==> src/design/sehsl_pkg.sv <==
// shared constants and types for the snow effect pixel pipeline
`timescale 1ns / 1ps

package sehsl_pkg;

    localparam int FRAC_BITS_DEF = 16;

    // divisor width: largest divisor is six times an 8-bit delta
    localparam int DW = 11;
    localparam int LANES = 3;

    localparam int LANE_L = 0;
    localparam int LANE_S = 1;
    localparam int LANE_H = 2;

    localparam int CFG_IDX_W = 3;
    localparam int CFG_DATA_W = 16;

    localparam logic [CFG_IDX_W-1:0] CFG_GAIN       = 3'd0;
    localparam logic [CFG_IDX_W-1:0] CFG_SNOW_LEVEL = 3'd1;
    localparam logic [CFG_IDX_W-1:0] CFG_DARK_BOOST = 3'd2;
    localparam logic [CFG_IDX_W-1:0] CFG_GRAY_MODE  = 3'd3;
    localparam logic [CFG_IDX_W-1:0] CFG_SIGNED     = 3'd4;

    localparam logic [15:0] GAIN_RESET = 16'd4096;
    localparam logic [15:0] SNOW_RESET = 16'd32768;

    typedef struct packed {
        logic [15:0] gain;
        logic [15:0] snow_level;
        logic        dark_boost;
        logic        gray;
        logic        sgn;
    } sehsl_cfg_t;

endpackage

==> src/design/sehsl_div.sv <==
// pipelined restoring divider for saturation and hue, lightness rides alongside
`timescale 1ns / 1ps

module sehsl_div
    import sehsl_pkg::*;
#(
    parameter int F = FRAC_BITS_DEF,
    localparam int NW = F + 11,
    localparam int Q = F + 1
)
(
    input  logic          clk,
    input  logic          rst_n,
    input  logic          adv,
    input  logic          in_valid,
    input  logic          in_gray,
    input  logic [NW-1:0] num [LANES],
    input  logic [DW-1:0] den [LANES],
    output logic          out_valid,
    output logic          out_gray,
    output logic [Q-1:0]  quo [LANES]
);

    localparam int RW = DW;

    logic          valid_reg [Q];
    logic          gray_reg  [Q];
    logic [RW-1:0] rem_reg   [Q][LANES];
    logic [Q-1:0]  low_reg   [Q][LANES];
    logic [DW-1:0] den_reg   [Q][LANES];

    for (genvar s = 0; s < Q; s++)
    begin : g_stage
        logic          v_i;
        logic          g_i;
        logic [RW-1:0] rem_i  [LANES];
        logic [Q-1:0]  low_i  [LANES];
        logic [DW-1:0] den_i  [LANES];
        logic [RW-1:0] rem_next [LANES];
        logic [Q-1:0]  low_next [LANES];

        if (s == 0)
        begin : g_first
            // upper numerator bits are always below the divisor
            always_comb
            begin
                v_i = in_valid;
                g_i = in_gray;
                for (int l = 0; l < LANES; l++)
                begin
                    rem_i[l] = RW'(num[l][NW-1:Q]);
                    low_i[l] = num[l][Q-1:0];
                    den_i[l] = den[l];
                end
            end
        end
        else
        begin : g_next
            always_comb
            begin
                v_i = valid_reg[s-1];
                g_i = gray_reg[s-1];
                for (int l = 0; l < LANES; l++)
                begin
                    rem_i[l] = rem_reg[s-1][l];
                    low_i[l] = low_reg[s-1][l];
                    den_i[l] = den_reg[s-1][l];
                end
            end
        end

        always_comb
        begin
            logic [RW:0] trial;
            logic        ge;
            for (int l = 0; l < LANES; l++)
            begin
                trial = {rem_i[l], low_i[l][Q-1]};
                ge = (trial >= {1'b0, den_i[l]});
                rem_next[l] = ge ? RW'(trial - {1'b0, den_i[l]}) : RW'(trial);
                low_next[l] = {low_i[l][Q-2:0], ge};
                // lightness is already a quotient, just carry it
                if (l == LANE_L)
                begin
                    rem_next[l] = '0;
                    low_next[l] = low_i[l];
                end
            end
        end

        always_ff @(posedge clk or negedge rst_n)
        begin
            if (!rst_n)
            begin
                valid_reg[s] <= 1'b0;
            end
            else if (adv)
            begin
                valid_reg[s] <= v_i;
            end
        end

        always_ff @(posedge clk)
        begin
            if (adv)
            begin
                gray_reg[s] <= g_i;
                for (int l = 0; l < LANES; l++)
                begin
                    rem_reg[s][l] <= rem_next[l];
                    low_reg[s][l] <= low_next[l];
                    den_reg[s][l] <= den_i[l];
                end
            end
        end
    end

    assign out_valid = valid_reg[Q-1];
    assign out_gray  = gray_reg[Q-1];

    always_comb
    begin
        for (int l = 0; l < LANES; l++)
        begin
            quo[l] = low_reg[Q-1][l];
        end
    end

endmodule

==> config.mk <==
export PLATFORM = sky130hd
export DESIGN_NAME = sehsl_div
export DESIGN_NICKNAME = d
export VERILOG_FILES = /design/src/design/sehsl_pkg.sv /design/src/design/sehsl_div.sv
export SDC_FILE = /design/constraint.sdc
export NUM_CORES = 2
export LEC_CHECK = 0
export BUFFER_PORTS_ARGS = -buffer_cell sky130_fd_sc_hd__buf_2
export CAP_MARGIN = 0
export CORE_ASPECT_RATIO = 1.1
export CORE_UTILIZATION = 40
export DETAILED_ROUTE_END_ITERATION = 7
export GPL_TIMING_DRIVEN = 0
export PLACE_DENSITY = 0.58
export SETUP_SLACK_MARGIN = 0.1
export SLEW_MARGIN = 0
export SYNTH_ARGS = -nofsm -noshare
export SYNTH_HDL_FRONTEND = slang
export SYNTH_SLANG_ARGS = --single-unit
==> constraint.sdc <==
create_clock -name clk -period 3.45 [get_ports clk]
set_clock_uncertainty 0.2 [all_clocks]
set_input_delay 0.345 -clock clk [delete_from_list [all_inputs] [get_ports clk]]
set_output_delay 0.345 -clock clk [all_outputs]
set_load 0.05 [all_outputs]
==> results.toml <==
[run_status]
outcome = "finished, violations left"
failed_checks = "hold timing"

[yosys]
ys_seq_area_share_pct = 67.8
synth_top_family_by_area = "compound AO/OA/AOI/OAI gates"
synth_fp_nets = 5158
netlist_instances = 4633
synthMuxAreaShare_pct = 6.21
async_flop_share_pct = 1.06
synth-xor-area-share_pct = 2.60
ys_warn_count = 0
synth_compound_area_share_pct = 8.52
synth_top_area_share_pct = 67.2
synth_commonest_cells = "edfxtp_1, inv_1, ha_1"
synth.area.top_cells = "edfxtp_1, ha_1, mux2_2"
netlist_area_um2 = 71000
syn_avg_cell_area_um2 = 15.3
synth-edff-count = 1588
synth-seq-cells = 1605
post-synth-top-count-cell = "edfxtp_1"
yosysTopAreaCell = "edfxtp_1"
synth-main-ff-cell = "edfxtp_1"
synth_fa_ha_area_share_pct = 7.50
yosys.area_share.simple_pct = 4.23
synth_cell_type_count = 63

[floorplan]
core.rowCount = 161
start_util_pct = 40.4
fp.dieH_um = 444
core_um2 = 176000
dieArea_um2 = 179000
io_pins = 172
dieWidth_um = 404

[placed_design]
place_congestion = 0.855
dp_hpwl_mm = 73.9
portBuffers = 150
dp_worst_setup_slack_ns = -0.603

[setup_path]
arrival_ns = 3.58
crit_type = "reg2reg"
cp_max_fo = 10
setup.worst_path.start_class = "flip-flop"
end_kind = "flip-flop"
required_ns = 3.79

[finish]
area.sequential_um2 = 48100
fin_nets = 5666
drive_above_1_share_pct = 15.9
post-route-util_pct = 47.0
largest_register_ffs = 867
multi_input_area_um2 = 20600
fill_cells = 15200
area_growth_pct = 16.3

[pwr]
irDropWorstVdd_mv = 0.504
power_mw = 67.2
p_int_mw = 47.4
p_switching_mw = 19.8
clockPowerShare_pct = 27.6
p_leak_nw = 31.2
powerDensity_nw_per_um2 = 815
pwr-share-seq_pct = 40.7
switching_share_pct = 29.5
comb_power_share_pct = 31.7

[sta]
maxSlewHeadroom_pct = 35.1
finalMaxSlewViolations = 0
fin_crit_ns = 3.24
worst_pin_slew_ns = 0.973
fmax_mhz = 309
fin_crit_sh_pct = 93.9
final-setup-viol-count = 0
rsz0062_at_grt = "false"
hold_slack_ns = -0.162
report.final.hold_viol_count = 107
fin_ws_ns = 0.210

[detailed_routing]
drt-initial-drc-count = 1637
viasPerCell = 4.82
postRouteWirelength_mm = 111
drc_errors = 0
ant_nets = 0
drtPass1Iterations = 5
dr_total_vias = 36900
wire_per_inst_um = 14.6

[clock_network]
cts_sinks = 1605
hold_buffers = 165
numCtsBuffers = 176
cts.clk_slew.worst_paths_ns = 0.06
clk-insertion-delay-late_ns = 0.80
cts.path.max_buffers = 3
h-tree-depth = 4
cts_tree = "yes"
root_buffer = "clkbuf_16"

[global_routing]
antenna_found_initial = 5
grt_max_degree = 169
grt_pass1_vias = 38300
grt_pass1_wl_mm = 183
gr-total-overflow = 0
grt_usage_pct = 12.4

[job]
cap_violations = 0

[worst_hold_path]
hp-class = "in2reg"
cell families after synthesis:
logic type | after synthesis
compound gates | 857
xor+xnor | 211
fa+ha+maj | 406
buf+inv | 545
flops | 1605
mux | 393
simple gates | 616
critical path, cell delays in order, from the launching register on:
cell	delay (ns)
edfxtp_1	0.38
inv_1	0.07
ha_1	0.22
fa_1	0.40
nand2b_1	0.16
a21oi_1	0.33
a41oi_1	0.13
o21bai_1	0.38
a2111oi_4	0.12
buf_4	0.18
buf_6	0.15
mux2_2	0.27
power groups by stage:
stage | Combinational (mW) | Sequential, mW | Clock [mW]
final | 21.3 | 27.3 | 18.6
after CTS | 21.4 | 27.4 | 19.3
after floorplan | 16.6 | 27.4 | 0
after detailed placement | 21.0 | 27.7 | 0
after global routing | 23.5 | 27.7 | 20.0
after global placement | 20.4 | 28.7 | 0
layer usage:
metal	track usage (%)	share of wire [%]	wire, µm
met1	13.3	40	44500
met2	23.1	53	58800
met3	2.71	3.6	3990
met4	5.42	3.6	4050
met5	0	0	0
metrics by stage:
stage | cell area [µm²] | instances | hold WS (ns) | TNS [ns]
after CTS | 82400 | 7643 | -0.238 | 0
after global routing | 82500 | 7648 | -0.194 | 0
final | 82500 | 7649 | -0.162 | 0
after detailed placement | 75000 | 7156 | 0.0806 | -98.23
after floorplan | 71000 | 4633 | -0.151 | 0
after global placement | 74700 | 7146 | 0.0699 | -
placed cells by master, fill, tap and decap left out, types with 24 or more instances in the layout:
master and instances:
edfxtp_1 1588, inv_1 496, ha_1 374, mux2_2 311
nor2_1 273, a21oi_1 220, clkbuf_16 178, dlygate4sd3_1 165
buf_2 152, xnor2_1 145, o21ai_0 136, o21a_1 118
nand2b_1 84, o21bai_1 77, nand2_1 68, nor2b_1 67
xor2_1 66, mux2i_1 64, clkbuf_1 43, a21o_1 39
clkinv_1 33, fa_1 32, a41oi_1 31, clkinv_2 31
o31ai_1 30, nor3_1 27, nand4_1 26, o22ai_1 24
path summary, 6_finish.rpt:
kind / start / to / slack (ns) / cells past startpoint
worst max-delay path: low_reg[6][16] / rem_reg[7][4] / 0.21 / 11
worst min-delay path: adv / low_reg[3][20] / -0.16 / 1
worst max register to register: low_reg[6][16] / rem_reg[7][4] / 0.21 / 11
worst min register to register: low_reg[9][32] / low_reg[10][33] / 0.20 / 0
max in group asynchronous: rst_n / g_stage[13].v_i / 2.12 / 3
min in group asynchronous: rst_n / g_stage[1].v_i / 0.46 / 3
layout make-up:
| class | instances | area share, % |
|---|---|---|
| antenna | 2 | 0.00607 |
| sequential | 1605 | 58.3 |
| clock buffer | 208 | 5.53 |
| multi-input combinational | 2483 | 25.0 |
| inverter | 496 | 2.26 |
| tap | 2363 | 3.58 |
| buffer | 49 | 0.437 |
| timing repair buffer | 330 | 3.33 |
| clock inverter | 113 | 1.50 |
what timing repair did:
item                                   CTS  global route
setup endpoints to repair                7           170
endpoints found under the hold margin  219           107
gates resized for setup                  1             3
pin swaps                                1             2
buffers inserted                         1             3
cloned                                   0             1
Power figures use the tool's default switching activity.
