===== src/design/sehsl_pkg.sv =====
// shared constants and types for the snow effect pixel pipeline
`timescale 1ns / 1ps

package sehsl_pkg;

    localparam int FRAC_BITS_DEF = 16;

    // divisor width: largest divisor is six times an 8-bit delta
    localparam int DW = 11;
    localparam int LANES = 3;

    localparam int LANE_L = 0;
    localparam int LANE_S = 1;
    localparam int LANE_H = 2;

    localparam int CFG_IDX_W = 3;
    localparam int CFG_DATA_W = 16;

    localparam logic [CFG_IDX_W-1:0] CFG_GAIN       = 3'd0;
    localparam logic [CFG_IDX_W-1:0] CFG_SNOW_LEVEL = 3'd1;
    localparam logic [CFG_IDX_W-1:0] CFG_DARK_BOOST = 3'd2;
    localparam logic [CFG_IDX_W-1:0] CFG_GRAY_MODE  = 3'd3;
    localparam logic [CFG_IDX_W-1:0] CFG_SIGNED     = 3'd4;

    localparam logic [15:0] GAIN_RESET = 16'd4096;
    localparam logic [15:0] SNOW_RESET = 16'd32768;

    typedef struct packed {
        logic [15:0] gain;
        logic [15:0] snow_level;
        logic        dark_boost;
        logic        gray;
        logic        sgn;
    } sehsl_cfg_t;

endpackage


===== src/design/sehsl_light.sv =====
// lightness adjust: optional dark boost, then snow gain outside the blue band
`timescale 1ns / 1ps

module sehsl_light
    import sehsl_pkg::*;
#(
    parameter int F = FRAC_BITS_DEF,
    localparam int LW = F + 1,
    localparam int OW = F + 5
)
(
    input  logic          clk,
    input  logic          rst_n,
    input  logic          adv,
    input  logic          in_valid,
    input  logic          in_gray,
    input  logic [LW-1:0] l_in,
    input  logic [LW-1:0] s_in,
    input  logic [LW-1:0] h_in,
    input  sehsl_cfg_t    cfg,
    output logic          out_valid,
    output logic          out_gray,
    output logic [OW-1:0] l_out,
    output logic [LW-1:0] s_out,
    output logic [LW-1:0] h_out
);

    localparam int NST = 6;
    localparam int MW1 = F + 10;
    localparam int XW = 2 * F + 11;
    localparam int ZW = F + 6;
    localparam int K = ZW + 5;
    localparam int MW = ZW + 1;
    localparam int PW = LW + 16;
    localparam int CW = F + 17;

    localparam longint ONE = longint'(1) << F;
    localparam longint THR = ((longint'(100) << F) + 127) / 255;
    localparam longint H_LO = ((longint'(514) << F) + 500) / 1000;
    localparam longint H_HI = ((longint'(630) << F) + 500) / 1000;
    localparam longint S_MIN = ((longint'(196) << F) + 500) / 1000;
    localparam logic [63:0] RECIP = ((64'd1 << K) + 64'd24) / 64'd25;

    localparam logic [LW-1:0]  THR_L   = LW'(THR);
    localparam logic [LW-1:0]  H_LO_L  = LW'(H_LO);
    localparam logic [LW-1:0]  H_HI_L  = LW'(H_HI);
    localparam logic [LW-1:0]  S_MIN_L = LW'(S_MIN);
    localparam logic [MW1-1:0] C500    = MW1'(500) << F;
    localparam logic [XW-1:0]  HALF_D  = XW'(100) << F;
    localparam logic [MW-1:0]  RECIP_M = MW'(RECIP);

    logic          valid_reg [NST];
    logic          gray_reg  [NST];
    logic [LW-1:0] s_reg     [NST];
    logic [LW-1:0] h_reg     [NST];
    logic [LW-1:0] l_reg     [4];
    logic          boost_reg [3];

    logic [MW1-1:0] m1_reg;
    logic [XW-1:0]  x_reg;
    logic [ZW-1:0]  z_reg;
    logic [LW-1:0]  l1_reg;
    logic [PW-1:0]  p_reg;
    logic           mul_reg;
    logic [OW-1:0]  ladj_reg;

    logic [MW1-1:0]  m1_next;
    logic            boost_next;
    logic [XW-1:0]   x_next;
    logic [ZW-1:0]   z_next;
    logic [ZW+MW-1:0] qprod;
    logic [LW-1:0]   l1_next;
    logic            snow_hit;
    logic            band;
    logic [PW-1:0]   p_next;
    logic [OW-1:0]   ladj_next;

    always_comb
    begin
        // stage a: 500*one - 765*l, boost select
        m1_next = C500 - (MW1'(l_in) * MW1'(765));
        boost_next = cfg.dark_boost && (l_in <= THR_L);
        // stage b
        x_next = XW'(l_reg[0]) * XW'(m1_reg);
        // stage c: divide by 200*one as shift then divide by 25
        z_next = ZW'((x_reg + HALF_D) >> (F + 3));
        // stage d
        qprod = (ZW+MW)'(z_reg) * (ZW+MW)'(RECIP_M);
        l1_next = boost_reg[2] ? LW'(qprod >> K) : l_reg[2];
        // stage e
        snow_hit = ((CW'(l1_reg) << 16) <= (CW'(cfg.snow_level) << F));
        band = !gray_reg[3] && (h_reg[3] >= H_LO_L) && (h_reg[3] <= H_HI_L)
            && (s_reg[3] >= S_MIN_L) && (l1_reg >= S_MIN_L);
        p_next = PW'(l1_reg) * PW'(cfg.gain);
        // stage f
        ladj_next = mul_reg ? OW'((p_reg + PW'(2048)) >> 12) : OW'(l_reg[3]);
    end

    always_ff @(posedge clk or negedge rst_n)
    begin
        if (!rst_n)
        begin
            for (int i = 0; i < NST; i++)
            begin
                valid_reg[i] <= 1'b0;
            end
        end
        else if (adv)
        begin
            valid_reg[0] <= in_valid;
            for (int i = 1; i < NST; i++)
            begin
                valid_reg[i] <= valid_reg[i-1];
            end
        end
    end

    always_ff @(posedge clk)
    begin
        if (adv)
        begin
            gray_reg[0] <= in_gray;
            s_reg[0] <= s_in;
            h_reg[0] <= h_in;
            for (int i = 1; i < NST; i++)
            begin
                gray_reg[i] <= gray_reg[i-1];
                s_reg[i] <= s_reg[i-1];
                h_reg[i] <= h_reg[i-1];
            end
            l_reg[0] <= l_in;
            l_reg[1] <= l_reg[0];
            l_reg[2] <= l_reg[1];
            l_reg[3] <= l1_reg;
            boost_reg[0] <= boost_next;
            boost_reg[1] <= boost_reg[0];
            boost_reg[2] <= boost_reg[1];
            m1_reg <= m1_next;
            x_reg <= x_next;
            z_reg <= z_next;
            l1_reg <= l1_next;
            p_reg <= p_next;
            mul_reg <= snow_hit && !band;
            ladj_reg <= ladj_next;
        end
    end

    assign out_valid = valid_reg[NST-1];
    assign out_gray  = gray_reg[NST-1];
    assign l_out = ladj_reg;
    assign s_out = s_reg[NST-1];
    assign h_out = h_reg[NST-1];

endmodule


===== config.mk =====
export PLATFORM = sky130hd
export DESIGN_NAME = sehsl_light
export DESIGN_NICKNAME = d
export VERILOG_FILES = /design/src/design/sehsl_pkg.sv /design/src/design/sehsl_light.sv
export SDC_FILE = /design/constraint.sdc
export NUM_CORES = 2
export LEC_CHECK = 0
export BUFFER_PORTS_ARGS = -buffer_cell sky130_fd_sc_hd__buf_2
export CAP_MARGIN = 0
export CORE_MARGIN = 4
export CORE_UTILIZATION = 45
export DETAILED_ROUTE_END_ITERATION = 10
export PLACE_DENSITY = 0.61
export SYNTH_ARGS = -nofsm -noshare
export SYNTH_HDL_FRONTEND = slang
export SYNTH_SLANG_ARGS = --single-unit

===== constraint.sdc =====
create_clock -name clk -period 5.7 [get_ports clk]
set_clock_uncertainty 0.05 [all_clocks]
set_input_delay 0.57 -clock clk [delete_from_list [all_inputs] [get_ports clk]]
set_output_delay 0.57 -clock clk [all_outputs]
set_load 0.1 [all_outputs]

==> run_results.csv <==
group,metric,value,unit
placement,io_buffers,145,
sta,fmax,163,MHz
critical_path,reg2reg_slack,-0.44,ns
placement,gp_congestion,0.889,
clock_tree,cts_buffer_depth,3,
min_path,hold_class,"in -> reg",
global_route,antenna_found_initial,3,
synthesis,netlist_instances,4593,
global_route,grt_max_degree,150,
synthesis,ys_ff_latch,418,
clock_tree,clk_latency,0.63,ns
clock_tree,clock-sinks,418,
floorplan,io_pins,148,
synthesis,synthesis.area,49400,um2
synthesis,synth_top_flop_cell,"edfxtp_1",
critical_path,cp.arrival,6.42,ns
synthesis,yosysSeqAreaShare,0.253,
clock_tree,cts-root-buf,"clkbuf_16",
drt,first_pass_iters,5,
floorplan,core.rowCount,121,
critical_path,reg2reg_depth,23,
drt,vias,33100,
sta,setup_viol,41,
floorplan,die_area,115000,um2
global_route,grt_pass1_wl,188000,um
clock_tree,cts_tree,"done",
critical_path,worstReg2RegStart,"m1_reg[13]$_DFFE_PP_",
synthesis,ys_warn_count,0,
critical_path,crit_fanout,5,
layout,final_cell_count_no_fill,6753,
layout,layout_common_cells,"1111 x inv_1, 791 x fa_1, 521 x buf_4",
sta,tightest_slew,1.01,ns
critical_path,critPathCaptureType,"flop",
run,max-cap-violations,0,
clock_tree,path_clk_slew,0.06,ns
critical_path,startpoint,"m1_reg[13]$_DFFE_PP_",
placement,dp_hpwl,96000,um
floorplan,core,109000,um2
critical_path,startpoint_type,"flop",
layout,seqCellArea,12500,um2
drt,drtAntennaViolNets,0,
sta,setup_tns,-12.67,ns
sta,finalCriticalPeriod,6.14,ns
drt,drcViolationCount,0,
clock_tree,htreeDepth,2,
sta,grt_setup_unrepaired,"yes",
layout,final_core_util,0.557,
global_route,grt_usage,0.203,
synthesis,synth_top_area_frac,0.336,
drt,wl_per_cell,17.2,um
floorplan,die-width,339,um
critical_path,worstReg2RegEnd,"x_reg[34]$_DFFE_PP_",
floorplan,fp.dieH,339,um
layout,fillCellCount,9330,
synthesis,synth_top_cell_by_area,"fa_1",
global_route,grt_pass1_vias,35300,
status,status,"finished, violations left",
layout,area_growth,22.8,%
synthesis,synth_edf_count,412,
sta,slew_violations,0,
layout,drive_above_1_share,0.232,
layout,final_nets,6799,
sta,finalCritPeriodShare,1.08,
critical_path,critical_path_class,"reg -> reg",
placement,dp_cells,6563,
critical_path,cp.required,5.99,ns
layout,layout_commonest_cell,"inv_1",
sta,slew_headroom,0.329,
clock_tree,cts_buffers,45,
synthesis,avgSynthCellArea,10.8,um2
sta,timing.final.hold_violations,0,
synthesis,synthTopCellsByArea,"fa_1 34%, edfxtp_1 25%, ha_1 15%",
drt,drt_wl_total,116000,um
drt,drt-initial-drc-count,1623,
synthesis,synth_cell_types,66,
global_route,grt_overflow,0,
floorplan,initial_core_util,0.454,
layout,multi_input_area,34100,um2
status,violations,"setup timing",
min_path,holdPathEnd,"h_reg[0][11]$_DFFE_PP_",
min_path,hold_path.startpoint,"h_in[11]",
sta,final.setup.worst_slack,-0.438,ns
drt,via_per_inst,4.91,
min_path,whs_path_depth,1,
synthesis,synth_nets,6086,
synthesis,async_reset_ff_frac,0.0144,
## metal layers
metal / vias up / track usage / part of all wire
li1: 15600 / - / -
met4: 2 / 0.0609 / 0.033
met2: 694 / 0.348 / 0.50
met5: - / 0 / 0.00011
met3: 186 / 0.0258 / 0.044
met1: 16700 / 0.271 / 0.42
## synthesized netlist by cell type (3+ instances only)
master        n
inv_1      1180
fa_1        829
ha_1        573
nand2_1     525
edfxtp_1    412
and2_1      261
clkbuf_1    110
a21oi_1     101
xnor2_1      91
nor2_1       72
a21o_1       59
xor2_1       43
nand3_1      42
o21ai_0      40
mux2_2       22
nand4_1      22
nor3_1       22
and3_1       21
nor2b_1      14
a211oi_1     10
a31oi_1      10
o21bai_1     10
a211o_1       7
or3_1         7
a2111oi_0     6
dfrtp_1       6
nand2b_1      6
o2111ai_1     5
o21a_1        5
o31ai_1       5
a21oi_2       4
and4_1        4
nor3b_1       4
nor4_1        4
o211ai_1      4
o311ai_0      4
or4_1         4
a2111o_1      3
o211a_1       3
o311a_1       3
o31a_1        3
or2_2         3
## worst max path at each step
stage                                      to  slack (ns)  cells after the start
after floorplan           p_reg[32]$_DFFE_PP_       -0.31                     23
after global placement    x_reg[37]$_DFFE_PP_       -0.67                     20
after detailed placement  p_reg[32]$_DFFE_PP_       -0.71                     26
after CTS                 x_reg[37]$_DFFE_PP_       -0.49                     24
after global routing      x_reg[34]$_DFFE_PP_       -0.69                     22
final                     x_reg[34]$_DFFE_PP_       -0.44                     23
## layout make-up
| cell class | instances | share of cell area |
|---|---|---|
| clock buffer | 51 | 0.0189 |
| multi-input combinational | 2882 | 0.562 |
| sequential | 418 | 0.206 |
| clock inverter | 28 | 0.00641 |
| tap | 1414 | 0.0292 |
| antenna | 1 | 0.0000412 |
| inverter | 1180 | 0.0731 |
| timing repair buffer | 779 | 0.104 |
## critical path, cell delays in order (launching register included)
cell	delay, ns
edfxtp_1	0.40
buf_4	0.19
and2_1	0.18
fa_1	0.51
inv_1	0.05
fa_1	0.48
fa_1	0.52
inv_1	0.07
fa_1	0.50
fa_1	0.50
inv_1	0.05
fa_1	0.47
inv_1	0.06
ha_4	0.26
o21ai_0	0.07
a21oi_1	0.16
o31a_1	0.20
a2bb2oi_2	0.19
buf_4	0.15
nand3_4	0.11
a21oi_4	0.27
a21o_1	0.20
a21oi_2	0.07
xnor2_1	0.12
## stage by stage
stage                     area [um2]  hold WS [ns]  setup slack (ns)
after detailed placement       56400         0.350            -0.714
after global routing           60700        0.0237            -0.686
after CTS                      59500       0.00696            -0.492
after global placement         56400         0.348            -0.672
after floorplan                50400         0.224            -0.311
final                          60700        0.0684            -0.438
## repair_timing
action	in CTS	in global routing
pin swaps	164	146
setup endpoints to repair	57	57
hold buffers	1	0
gates cloned	0	3
hold endpoints to repair	6	0
setup buffers	62	47
resized for setup	221	208
## cell families (layout without fill, tap and decap cells)
family	count (synthesis)	count (layout)	share of synthesized area
AOI/OAI and AO/OA	306	306	0.0412
xor gates and xnor gates	134	134	0.0237
adders and majority gates	1402	1402	0.481
buffers and inverters	1293	2038	0.0982
DFF	418	418	0.253
muxes	22	22	0.00501
other	0	1	0
and+or+nand+nor	1018	1018	0.0978
Power is left out: the tool's default activity adds up to more than one toggle a clock period on the data nets, which glitch-free logic cannot reach.
