[config.mk]
export PLATFORM = sky130hd
export DESIGN_NAME = sehsl_pre
export DESIGN_NICKNAME = d
export VERILOG_FILES = /design/src/design/sehsl_pkg.sv /design/src/design/sehsl_pre.sv
export SDC_FILE = /design/constraint.sdc
export NUM_CORES = 1
export LEC_CHECK = 0
export CAP_MARGIN = 20
export CORE_UTILIZATION = 40
export CTS_BUF_LIST = sky130_fd_sc_hd__clkbuf_8
export CTS_CLUSTER_DIAMETER = 120
export DETAILED_ROUTE_END_ITERATION = 6
export DONT_BUFFER_PORTS = 1
export PLACE_DENSITY = 0.55
export SLEW_MARGIN = 40
export SYNTH_ARGS = -nofsm -noshare
export SYNTH_HDL_FRONTEND = slang
export SYNTH_SLANG_ARGS = --single-unit
[constraint.sdc]
create_clock -name clk -period 1.2 [get_ports clk]
set_clock_uncertainty 0.15 [all_clocks]
set_input_delay 0.18 -clock clk [delete_from_list [all_inputs] [get_ports clk]]
set_output_delay 0.18 -clock clk [all_outputs]
set_load 0.02 [all_outputs]
[src/design/sehsl_pkg.sv]
// shared constants and types for the snow effect pixel pipeline
`timescale 1ns / 1ps

package sehsl_pkg;

    localparam int FRAC_BITS_DEF = 16;

    // divisor width: largest divisor is six times an 8-bit delta
    localparam int DW = 11;
    localparam int LANES = 3;

    localparam int LANE_L = 0;
    localparam int LANE_S = 1;
    localparam int LANE_H = 2;

    localparam int CFG_IDX_W = 3;
    localparam int CFG_DATA_W = 16;

    localparam logic [CFG_IDX_W-1:0] CFG_GAIN       = 3'd0;
    localparam logic [CFG_IDX_W-1:0] CFG_SNOW_LEVEL = 3'd1;
    localparam logic [CFG_IDX_W-1:0] CFG_DARK_BOOST = 3'd2;
    localparam logic [CFG_IDX_W-1:0] CFG_GRAY_MODE  = 3'd3;
    localparam logic [CFG_IDX_W-1:0] CFG_SIGNED     = 3'd4;

    localparam logic [15:0] GAIN_RESET = 16'd4096;
    localparam logic [15:0] SNOW_RESET = 16'd32768;

    typedef struct packed {
        logic [15:0] gain;
        logic [15:0] snow_level;
        logic        dark_boost;
        logic        gray;
        logic        sgn;
    } sehsl_cfg_t;

endpackage

[src/design/sehsl_pre.sv]
// input stage: sign flip, min/max, lightness by reciprocal, divider setup for s and h
`timescale 1ns / 1ps

module sehsl_pre
    import sehsl_pkg::*;
#(
    parameter int F = FRAC_BITS_DEF,
    localparam int NW = F + 11
)
(
    input  logic             clk,
    input  logic             rst_n,
    input  logic             adv,
    input  logic             in_valid,
    input  logic [7:0]       red_in,
    input  logic [7:0]       green_in,
    input  logic [7:0]       blue_in,
    input  sehsl_cfg_t       cfg,
    output logic             out_valid,
    output logic             out_gray,
    output logic [NW-1:0]    num [LANES],
    output logic [DW-1:0]    den [LANES]
);

    // lightness numerator is below 2^(F+8); divide by 255 with a reciprocal
    localparam int XW = F + 8;
    localparam int MW = F + 9;
    localparam int SH = F + 16;
    localparam logic [63:0]   RECIP   = ((64'd1 << SH) + 64'd254) / 64'd255;
    localparam logic [MW-1:0] RECIP_M = MW'(RECIP);

    logic              valid_reg;
    logic              gray_reg;
    logic [NW-1:0]     num_reg [LANES];
    logic [DW-1:0]     den_reg [LANES];
    logic [NW-1:0]     num_next [LANES];
    logic [DW-1:0]     den_next [LANES];

    logic [7:0]        flip;
    logic [7:0]        r;
    logic [7:0]        g;
    logic [7:0]        b;
    logic [7:0]        mx;
    logic [7:0]        mn;
    logic [7:0]        dl;
    logic [8:0]        sum;
    logic [8:0]        den_s;
    logic [DW-1:0]     d6;
    logic signed [11:0] dd;
    logic signed [11:0] n;
    logic [11:0]       nh;
    logic [XW-1:0]     lx;
    logic [XW+MW-1:0]  lprod;

    always_comb
    begin
        flip = {cfg.sgn, 7'b0};
        r = red_in ^ flip;
        g = green_in ^ flip;
        b = blue_in ^ flip;
        mx = (r > g) ? r : g;
        mx = (mx > b) ? mx : b;
        mn = (r < g) ? r : g;
        mn = (mn < b) ? mn : b;
        dl = mx - mn;
        sum = {1'b0, mx} + {1'b0, mn};
        den_s = (sum <= 9'd255) ? sum : (9'd510 - sum);
        d6 = DW'(dl) * DW'(6);
        dd = $signed({4'b0, dl});
        if (mx == r)
        begin
            n = $signed({4'b0, g}) - $signed({4'b0, b});
        end
        else if (mx == g)
        begin
            n = (dd <<< 1) + $signed({4'b0, b}) - $signed({4'b0, r});
        end
        else
        begin
            n = (dd <<< 2) + $signed({4'b0, r}) - $signed({4'b0, g});
        end
        // wrap negative hue into one turn
        if (n < 0)
        begin
            n = n + $signed({1'b0, d6});
        end
        nh = n;

        // sum/510 rounded equals (sum*one/2 + 127)/255 floored
        if (cfg.gray)
        begin
            lx = (XW'(r) << F) + XW'(127);
        end
        else
        begin
            lx = (XW'(sum) << (F - 1)) + XW'(127);
        end
        lprod = (XW+MW)'(lx) * (XW+MW)'(RECIP_M);
        num_next[LANE_L] = NW'(lprod >> SH);
        den_next[LANE_L] = DW'(1);

        // rounding: add half the divisor before the divide
        num_next[LANE_S] = (NW'(dl) << F) + NW'(den_s >> 1);
        den_next[LANE_S] = DW'(den_s);
        num_next[LANE_H] = (NW'(nh) << F) + NW'(d6 >> 1);
        den_next[LANE_H] = d6;
        if (cfg.gray || (dl == 8'd0))
        begin
            num_next[LANE_S] = '0;
            den_next[LANE_S] = DW'(1);
            num_next[LANE_H] = '0;
            den_next[LANE_H] = DW'(1);
        end
    end

    always_ff @(posedge clk or negedge rst_n)
    begin
        if (!rst_n)
        begin
            valid_reg <= 1'b0;
        end
        else if (adv)
        begin
            valid_reg <= in_valid;
        end
    end

    always_ff @(posedge clk)
    begin
        if (adv)
        begin
            gray_reg <= cfg.gray;
            for (int l = 0; l < LANES; l++)
            begin
                num_reg[l] <= num_next[l];
                den_reg[l] <= den_next[l];
            end
        end
    end

    assign out_valid = valid_reg;
    assign out_gray  = gray_reg;
    assign num = num_reg;
    assign den = den_reg;

endmodule

==> flow_summary.ini, run 1 <==
[sta]
period_minus_slack_ns = 7.17
slew_viol_final = 0
max_freq_mhz = 140
tightest_slew_ns = 0.630
finalCritPeriodShare_pct = 597
finalWorstSetupSlack_ns = -5.97
tns_ns = -272.21
hold_viol = 57
whs_ns = -0.225
finalSetupViolCount = 93
rsz0062_at_grt = yes
relSlewSlack_pct = 57.5

[cells_and_area]
final_cell_mix = buf_4 (331), ha_1 (83), inv_1 (79)
largest_reg_flops = 37
final_core_util_pct = 62.7
diodes = 0
final_common_cell = buf_4
nNetsFinal = 1506
syn2layout_area_growth_pct = 53.0
layout-drive-gt1-share_pct = 49.8
fillers = 1727

[critical_path]
crit_path_start = red_in[0]
r2r_cells = 1
rr_endpoint = out_valid$_DFFE_PN0P_
crit_top_cell = ha_4
endpoint = num[66]$_DFFE_PP_
max_stage_delay_ns = 0.37
end_kind = register
arrival_ns = 7.13
cp.required_ns = 1.17
startpoint_type = input pin
timing.rr.start = out_valid$_DFFE_PN0P_
setup.worst_path.class = input pin to register
cp_slowest_cell = fa_2
path_max_fanout = 7
r2r_slack_ns = 0.29

[detailed_routing]
wirelength_um = 28300
vias = 8177
drtIter0Drc = 400
postRouteAntennaNets = 0
drcViolationCount = 0
firstDrtPassIters = 7
wire_per_inst_um = 18.0
vias_per_cell = 5.20

[placement]
numPortBuffers = 0
dp_hpwl_um = 20700
place.gp.congestion = 0.926

[global_routing]
gr-total-overflow = 0
track_usage_pct = 24.7
grt_pass1_wl_um = 42400
antenna_found_initial = 0
grt_pass1_vias = 8049
grt_max_degree = 58

[logic_synthesis]
synth_simple_gate_area_share_pct = 14.4
synth_top_family_by_area = adder cells
synthAdderAreaFrac_pct = 23.7
async_reset_ff_share_pct = 1.75
synth-seq-cells = 57
netlist_instances = 954
synthMuxAreaShare_pct = 0.970
synth_edf_count = 56
yosys_warnings = 0
synthDistinctLibCells = 94
netlist_area_um2 = 8640
avgSynthCellArea_um2 = 9.06
synth-xor-area-share_pct = 8.29
synth_seq_area_share_pct = 19.7
synth-main-ff-cell = edfxtp_1
synth-compound-area-share_pct = 21.9

[clock_network]
cts_sinks = 57
numCtsBuffers = 9
cts_hold_buf = 4
clkSlewWorstSetupHoldPaths_ns = 0.09
cts_buffer_depth = 2
cts-root-buf = clkbuf_8
insertion_delay_ns = 0.35
cts_tree = done
htree_levels = 3

[floorplanning]
core-area_um2 = 21100
die_area_um2 = 22200
die_h_um = 149
start_util_pct = 41.0
num_rows = 53
dieWidth_um = 149
ioPinCount = 179

[run_status]
violations = negative hold slack, negative setup slack
status = finished, violations left

[hold_path]
hold_path.class = input pin to register

[run]
maxCapViolations = 0
## cell usage after synthesis, types with 3 or more instances
master	count	area, µm²
ha_1	127	1590
inv_1	91	342
a21oi_1	73	365
buf_4	61	458
xnor2_1	59	517
edfxtp_1	56	1680
nor2_1	49	184
nand2_1	46	173
o21ai_0	42	210
fa_1	23	460
xor2_1	21	184
nand3_1	20	100
a21o_1	19	143
nor3_1	17	85.1
or3_1	15	93.8
o211ai_1	14	105
o211a_1	12	120
o21bai_1	12	90.1
and2_1	11	68.8
nand2b_1	11	68.8
a211oi_1	10	75.1
clkbuf_1	9	33.8
nor2b_1	9	56.3
nand4_1	8	50.1
or2_2	8	50.1
and3_1	7	43.8
buf_6	6	67.6
a31oi_1	5	31.3
mux2i_1	5	50.1
o21a_1	5	37.5
o21ai_1	5	25.0
o31ai_1	5	37.5
a21oi_2	3	26.3
clkbuf_2	3	15.0
mux2_2	3	33.8
nor2_2	3	18.8
nor2b_4	3	41.3
nor4_1	3	18.8
o21ai_2	3	26.3
## layout make-up
cell class	count	area [µm²]	share of cell area, %
Sequential cell	57	1710	12.9
Timing Repair Buffer	370	2990	22.6
Multi-Input combinational cell	762	7590	57.4
Clock inverter	7	103	0.776
Clock buffer	9	124	0.937
Inverter	93	364	2.75
Tap cell	275	344	2.60
## stage by stage
stage                     hold slack (ns)  instances  worst slack (ns)  area [µm²]
final                              -0.225       1573             -5.97       13200
after global routing               -0.234       1573             -6.24       13200
after CTS                          -0.233       1545             -5.92       12500
after detailed placement           -0.266       1463             -6.56       11100
after global placement             -0.266       1463             -6.42       11100
after floorplan                    -0.266        992             -6.61        9240
## worst max-delay path, delay by kind of cell
| family | cells | cell delay (ns) |
|---|---|---|
| AOI/OAI and AO/OA | 14 | 2.21 |
| buffers and inverters | 7 | 0.84 |
| and+or+nand+nor | 8 | 1.26 |
| xor gates and xnor gates | 1 | 0.14 |
| adders and majority gates | 10 | 2.48 |
## kinds of logic (layout without fill, tap and decap cells)
group	count (synthesis)	in the layout
AOI/OAI and AO/OA	252	253
DFF	57	57
muxes	8	8
other	2	40
adders and majority gates	150	150
xor gates and xnor gates	81	81
buffers and inverters	174	479
and+or+nand+nor	230	230
## how the worst min path moves through the flow
stage	startpoint	slack [ns]	depth (start not counted)	to
after floorplan	rst_n	-0.27	0	out_valid$_DFFE_PN0P_
after global placement	rst_n	-0.27	0	out_valid$_DFFE_PN0P_
after detailed placement	rst_n	-0.27	0	out_valid$_DFFE_PN0P_
after CTS	adv	-0.23	0	num[57]$_DFFE_PP_
after global routing	adv	-0.23	0	num[57]$_DFFE_PP_
final	adv	-0.22	0	num[57]$_DFFE_PP_
## layer usage
layer | vias up | GRT usage, % | part of all wire, %
met1 | 3865 | 32.7 | 46
met5 | - | 0 | 0
met3 | 60 | 3.33 | 4.5
met2 | 248 | 41.3 | 47
li1 | 4004 | - | -
met4 | 0 | 8.11 | 2.7
## timing repair
action,CTS,global route
setup buffers,62,29
resized for setup,141,94
pin swaps,109,67
cloned,1,2
endpoints found under the setup margin,93,107
hold endpoints to repair,64,57
Power of run 1 is not shown: default switching activity piles up to over one toggle a cycle in this logic, so the estimate is an artifact.
==> inputs of run 2 (changes only) <==
- CORE_ASPECT_RATIO: unset -> 1.4
==> flow_summary.ini, run 2 (synthesis results as in run 1) <==
[floorplanning]
ioPinCount = 179
num_rows = 63
core-area_um2 = 21200
start_util_pct = 40.8
die_h_um = 176
dieWidth_um = 126
die_area_um2 = 22200

[sta]
whs_ns = -0.214
hold_viol = 57
max_freq_mhz = 141
rsz0062_at_grt = yes
period_minus_slack_ns = 7.08
finalSetupViolCount = 93
tightest_slew_ns = 0.548
finalCritPeriodShare_pct = 590
slew_viol_final = 0
finalWorstSetupSlack_ns = -5.88
relSlewSlack_pct = 63.1

[global_routing]
grt_pass1_vias = 8154
grt_pass1_wl_um = 41500
gr-total-overflow = 0
track_usage_pct = 23.9
grt_max_degree = 58
antenna_found_initial = 0

[cells_and_area]
nNetsFinal = 1482
largest_reg_flops = 37
final_cell_mix = buf_4 (299), ha_1 (84), inv_1 (79)
syn2layout_area_growth_pct = 49.1
fin_area_um2 = 12900
diodes = 0
layout-drive-gt1-share_pct = 47.4
fillers = 1780
final_common_cell = buf_4

[clock_network]
clkSlewWorstSetupHoldPaths_ns = 0.08
numCtsBuffers = 9
cts_tree = done
cts_hold_buf = 4
cts-root-buf = clkbuf_8
insertion_delay_ns = 0.35
cts_sinks = 57
cts_buffer_depth = 2
htree_levels = 3

[hold_path]
hold_path.class = input pin to register

[run]
maxCapViolations = 0

[critical_path]
cp_slowest_cell = fa_1
cp.required_ns = 1.15
path_max_fanout = 7
crit_path_start = red_in[0]
r2r_slack_ns = 0.29
rr_endpoint = out_valid$_DFFE_PN0P_
setup.worst_path.class = input pin to register
r2r_cells = 1
crit_top_cell = ha_4
max_stage_delay_ns = 0.52
startpoint_type = input pin
endpoint = num[26]$_SDFFCE_PP0P_
end_kind = register
timing.rr.start = out_valid$_DFFE_PN0P_
arrival_ns = 7.04

[placement]
place.gp.congestion = 0.876
dp_hpwl_um = 20800
numPortBuffers = 0
placed_area_um2 = 11000

[detailed_routing]
vias_per_cell = 5.22
wire_per_inst_um = 17.3
wirelength_um = 26500
postRouteAntennaNets = 0
firstDrtPassIters = 7
drtIter0Drc = 346
vias = 8005
drcViolationCount = 0

[run_status]
status = finished, violations left
violations = negative hold slack, negative setup slack
[run 2: cell types whose count changed in the layout (fill, tap and decap cells not counted), sizes merged]
| cell | delta |
|---|---|
| clkinvlp | -1 |
| clkbuf | -1 |
| buf | -22 |
| inv | -2 |
| bufinv | +1 |
| clkinv | +1 |
| a311oi | -1 |
[run 2: layer usage]
layer,up-vias,global-route usage (%),routed length [µm]
met4,0,8.99,984
met1,3733,26.5,10500
li1,3957,-,-
met3,74,2.85,1040
met5,-,0,0
met2,241,45.8,14000
[run 2: how the worst min path moves through the flow]
stage               start                     to  slack [ns]  cells after the start
floorplan           rst_n  out_valid$_DFFE_PN0P_       -0.27                      0
global placement    rst_n  out_valid$_DFFE_PN0P_       -0.27                      0
detailed placement  rst_n  out_valid$_DFFE_PN0P_       -0.27                      0
CTS                   adv  num[18]$_SDFFCE_PP0P_       -0.22                      0
global route          adv  num[24]$_SDFFCE_PP0P_       -0.23                      0
finish                adv  num[18]$_SDFFCE_PP0P_       -0.21                      0
[run 2: stage by stage]
| stage | setup WS (ns) | cells | hold slack [ns] | setup TNS [ns] | utilization, % |
|---|---|---|---|---|---|
| floorplan | -6.61 | 992 | -0.266 | -289.68 | - |
| global placement | -6.40 | 1444 | -0.266 | -299.81 | 51.8 |
| detailed placement | -6.52 | 1444 | -0.266 | -302.07 | 51.8 |
| CTS | -5.84 | 1518 | -0.220 | -273.01 | 57.9 |
| global route | -6.23 | 1533 | -0.228 | -288.81 | 60.8 |
| finish | -5.88 | 1533 | -0.214 | -272.77 | 60.8 |
[run 2: cell type report]
| type | instances | area (µm²) | share of cell area [%] |
|---|---|---|---|
| multi-input cells | 761 | 7460 | 57.9 |
| repair buffers | 347 | 2800 | 21.8 |
| flip-flops and latches | 57 | 1710 | 13.2 |
| inverters | 93 | 362 | 2.81 |
| well taps | 260 | 325 | 2.52 |
| clock buffers | 9 | 124 | 0.961 |
| clock inverters | 6 | 108 | 0.835 |
[run 2: timing repair]
item,in CTS,in global routing
buffers inserted,56,17
setup endpoints to repair,93,93
gates resized for setup,134,87
pin swaps,85,78
cloned,2,0
endpoints found under the hold margin,64,57
[run 2: worst max-delay path, delay by kind of cell]
kind / cells / cell delay (ns)
simple gates: 8 / 1.05
compound gates: 14 / 2.20
buf+inv: 7 / 0.76
xor+xnor: 3 / 0.68
fa+ha+maj: 7 / 2.14
Power of run 2 is left out for the same reason.
==> inputs of run 3 (changes only) <==
- HOLD_SLACK_MARGIN: unset -> 0.15
- SLEW_MARGIN: 40 -> 15
==> flow_summary.ini, run 3 (synthesis results as in run 1) <==
[hold_path]
worstHoldEndpoint = num[18]$_SDFFCE_PP0P_
worstHoldStart = adv
min_path_cells = 0
hold_path.class = input pin to register

[sta]
hold_viol = 57
period_minus_slack_ns = 7.09
whs_ns = -0.216
tns_ns = -273.81
finalCritPeriodShare_pct = 591
tightest_slew_ns = 0.566
relSlewSlack_pct = 61.9
slew_viol_final = 0
finalWorstSetupSlack_ns = -5.89
max_freq_mhz = 141
rsz0062_at_grt = yes
finalSetupViolCount = 93

[critical_path]
crit_path_start = red_in[0]
path_max_fanout = 7
setup.worst_path.class = input pin to register
cp_top_family = compound AO/OA/AOI/OAI gates
arrival_ns = 7.05
startpoint_type = input pin
end_kind = register
r2r_cells = 1
rr_endpoint = out_valid$_DFFE_PN0P_
cp_slowest_cell = fa_1
cp.required_ns = 1.16
critPathBufInv = 7
max_stage_delay_ns = 0.52
timing.rr.start = out_valid$_DFFE_PN0P_
r2r_slack_ns = 0.29
crit_top_cell = ha_4

[clock_network]
cts-root-buf = clkbuf_8
clkSlewWorstSetupHoldPaths_ns = 0.08
cts_hold_buf = 4
numCtsBuffers = 9
cts_buffer_depth = 2
insertion_delay_ns = 0.35
cts_sinks = 57
cts_tree = done
htree_levels = 3

[placement]
place.gp.congestion = 0.876
dp_hpwl_um = 20800
dp_cells = 1444
numPortBuffers = 0

[floorplanning]
die_h_um = 176
core-area_um2 = 21200
die_area_um2 = 22200
ioPinCount = 179
start_util_pct = 40.8
num_rows = 63
dieWidth_um = 126

[cells_and_area]
fillers = 1783
seq_area_um2 = 1710
final_core_util_pct = 60.9
diodes = 0
largest_reg_flops = 37
final_cell_mix = buf_4 (299), ha_1 (84), inv_1 (79)
multi_input_area_um2 = 7460
syn2layout_area_growth_pct = 49.3
final_common_cell = buf_4
layout-drive-gt1-share_pct = 47.4
final_cells = 1534
nNetsFinal = 1483

[detailed_routing]
wire_per_inst_um = 17.4
postRouteAntennaNets = 0
vias_per_cell = 5.26
drcViolationCount = 0
firstDrtPassIters = 5
vias = 8066
drtIter0Drc = 327
wirelength_um = 26600

[global_routing]
grt_pass1_wl_um = 41500
grt_pass1_vias = 8156
antenna_found_initial = 0
gr-total-overflow = 0
track_usage_pct = 23.8
grt_max_degree = 58

[run_status]
status = finished, violations left
violations = negative hold slack, negative setup slack

[run]
maxCapViolations = 0
==> run 3: cell count changes in the layout (fill, tap and decap cells not counted), sizes merged <==
cell	previous run	this run
buf	343	344
==> run 3: through the flow <==
step                      hold WS, ns  setup WS, ns  instance area, µm²
after detailed placement       -0.266         -6.52               11000
after global placement         -0.266         -6.40               11000
after floorplan                -0.266         -6.61                9240
after global routing           -0.228         -6.23               12900
final                          -0.216         -5.89               12900
after CTS                      -0.220         -5.84               12300
==> run 3: final cells by class <==
cell class	count	share of cell area (%)
clock buffer	9	0.960
clock inverter	6	0.834
sequential	57	13.2
tap	260	2.52
timing repair buffer	348	21.9
multi-input combinational	761	57.8
inverter	93	2.80
==> run 3: what timing repair did <==
action	CTS	global route
pin swaps	85	75
endpoints found under the hold margin	85	58
resized for setup	134	86
buffers inserted	56	18
endpoints found under the setup margin	93	93
cloned	2	0
==> run 3: worst max path at each step <==
| stage | to | cells after the start | slack, ns |
|---|---|---|---|
| 2_1_floorplan | num[70]$_DFFE_PP_ | 39 | -6.61 |
| 3_3_place_gp | num[70]$_DFFE_PP_ | 37 | -6.40 |
| 3_5_place_dp | num[26]$_SDFFCE_PP0P_ | 36 | -6.52 |
| 4_1_cts | num[68]$_DFFE_PP_ | 39 | -5.84 |
| 5_1_grt | num[26]$_SDFFCE_PP0P_ | 38 | -6.23 |
| 6_report | num[26]$_SDFFCE_PP0P_ | 39 | -5.89 |
==> run 3: routing by layer <==
metal  routed length (µm)  GRT usage (%)
met5                    0              0
met4                 1020           8.99
met3                 1110           2.85
met2                14000           45.9
met1                10500           26.4
Power of run 3 is left out for the same reason.
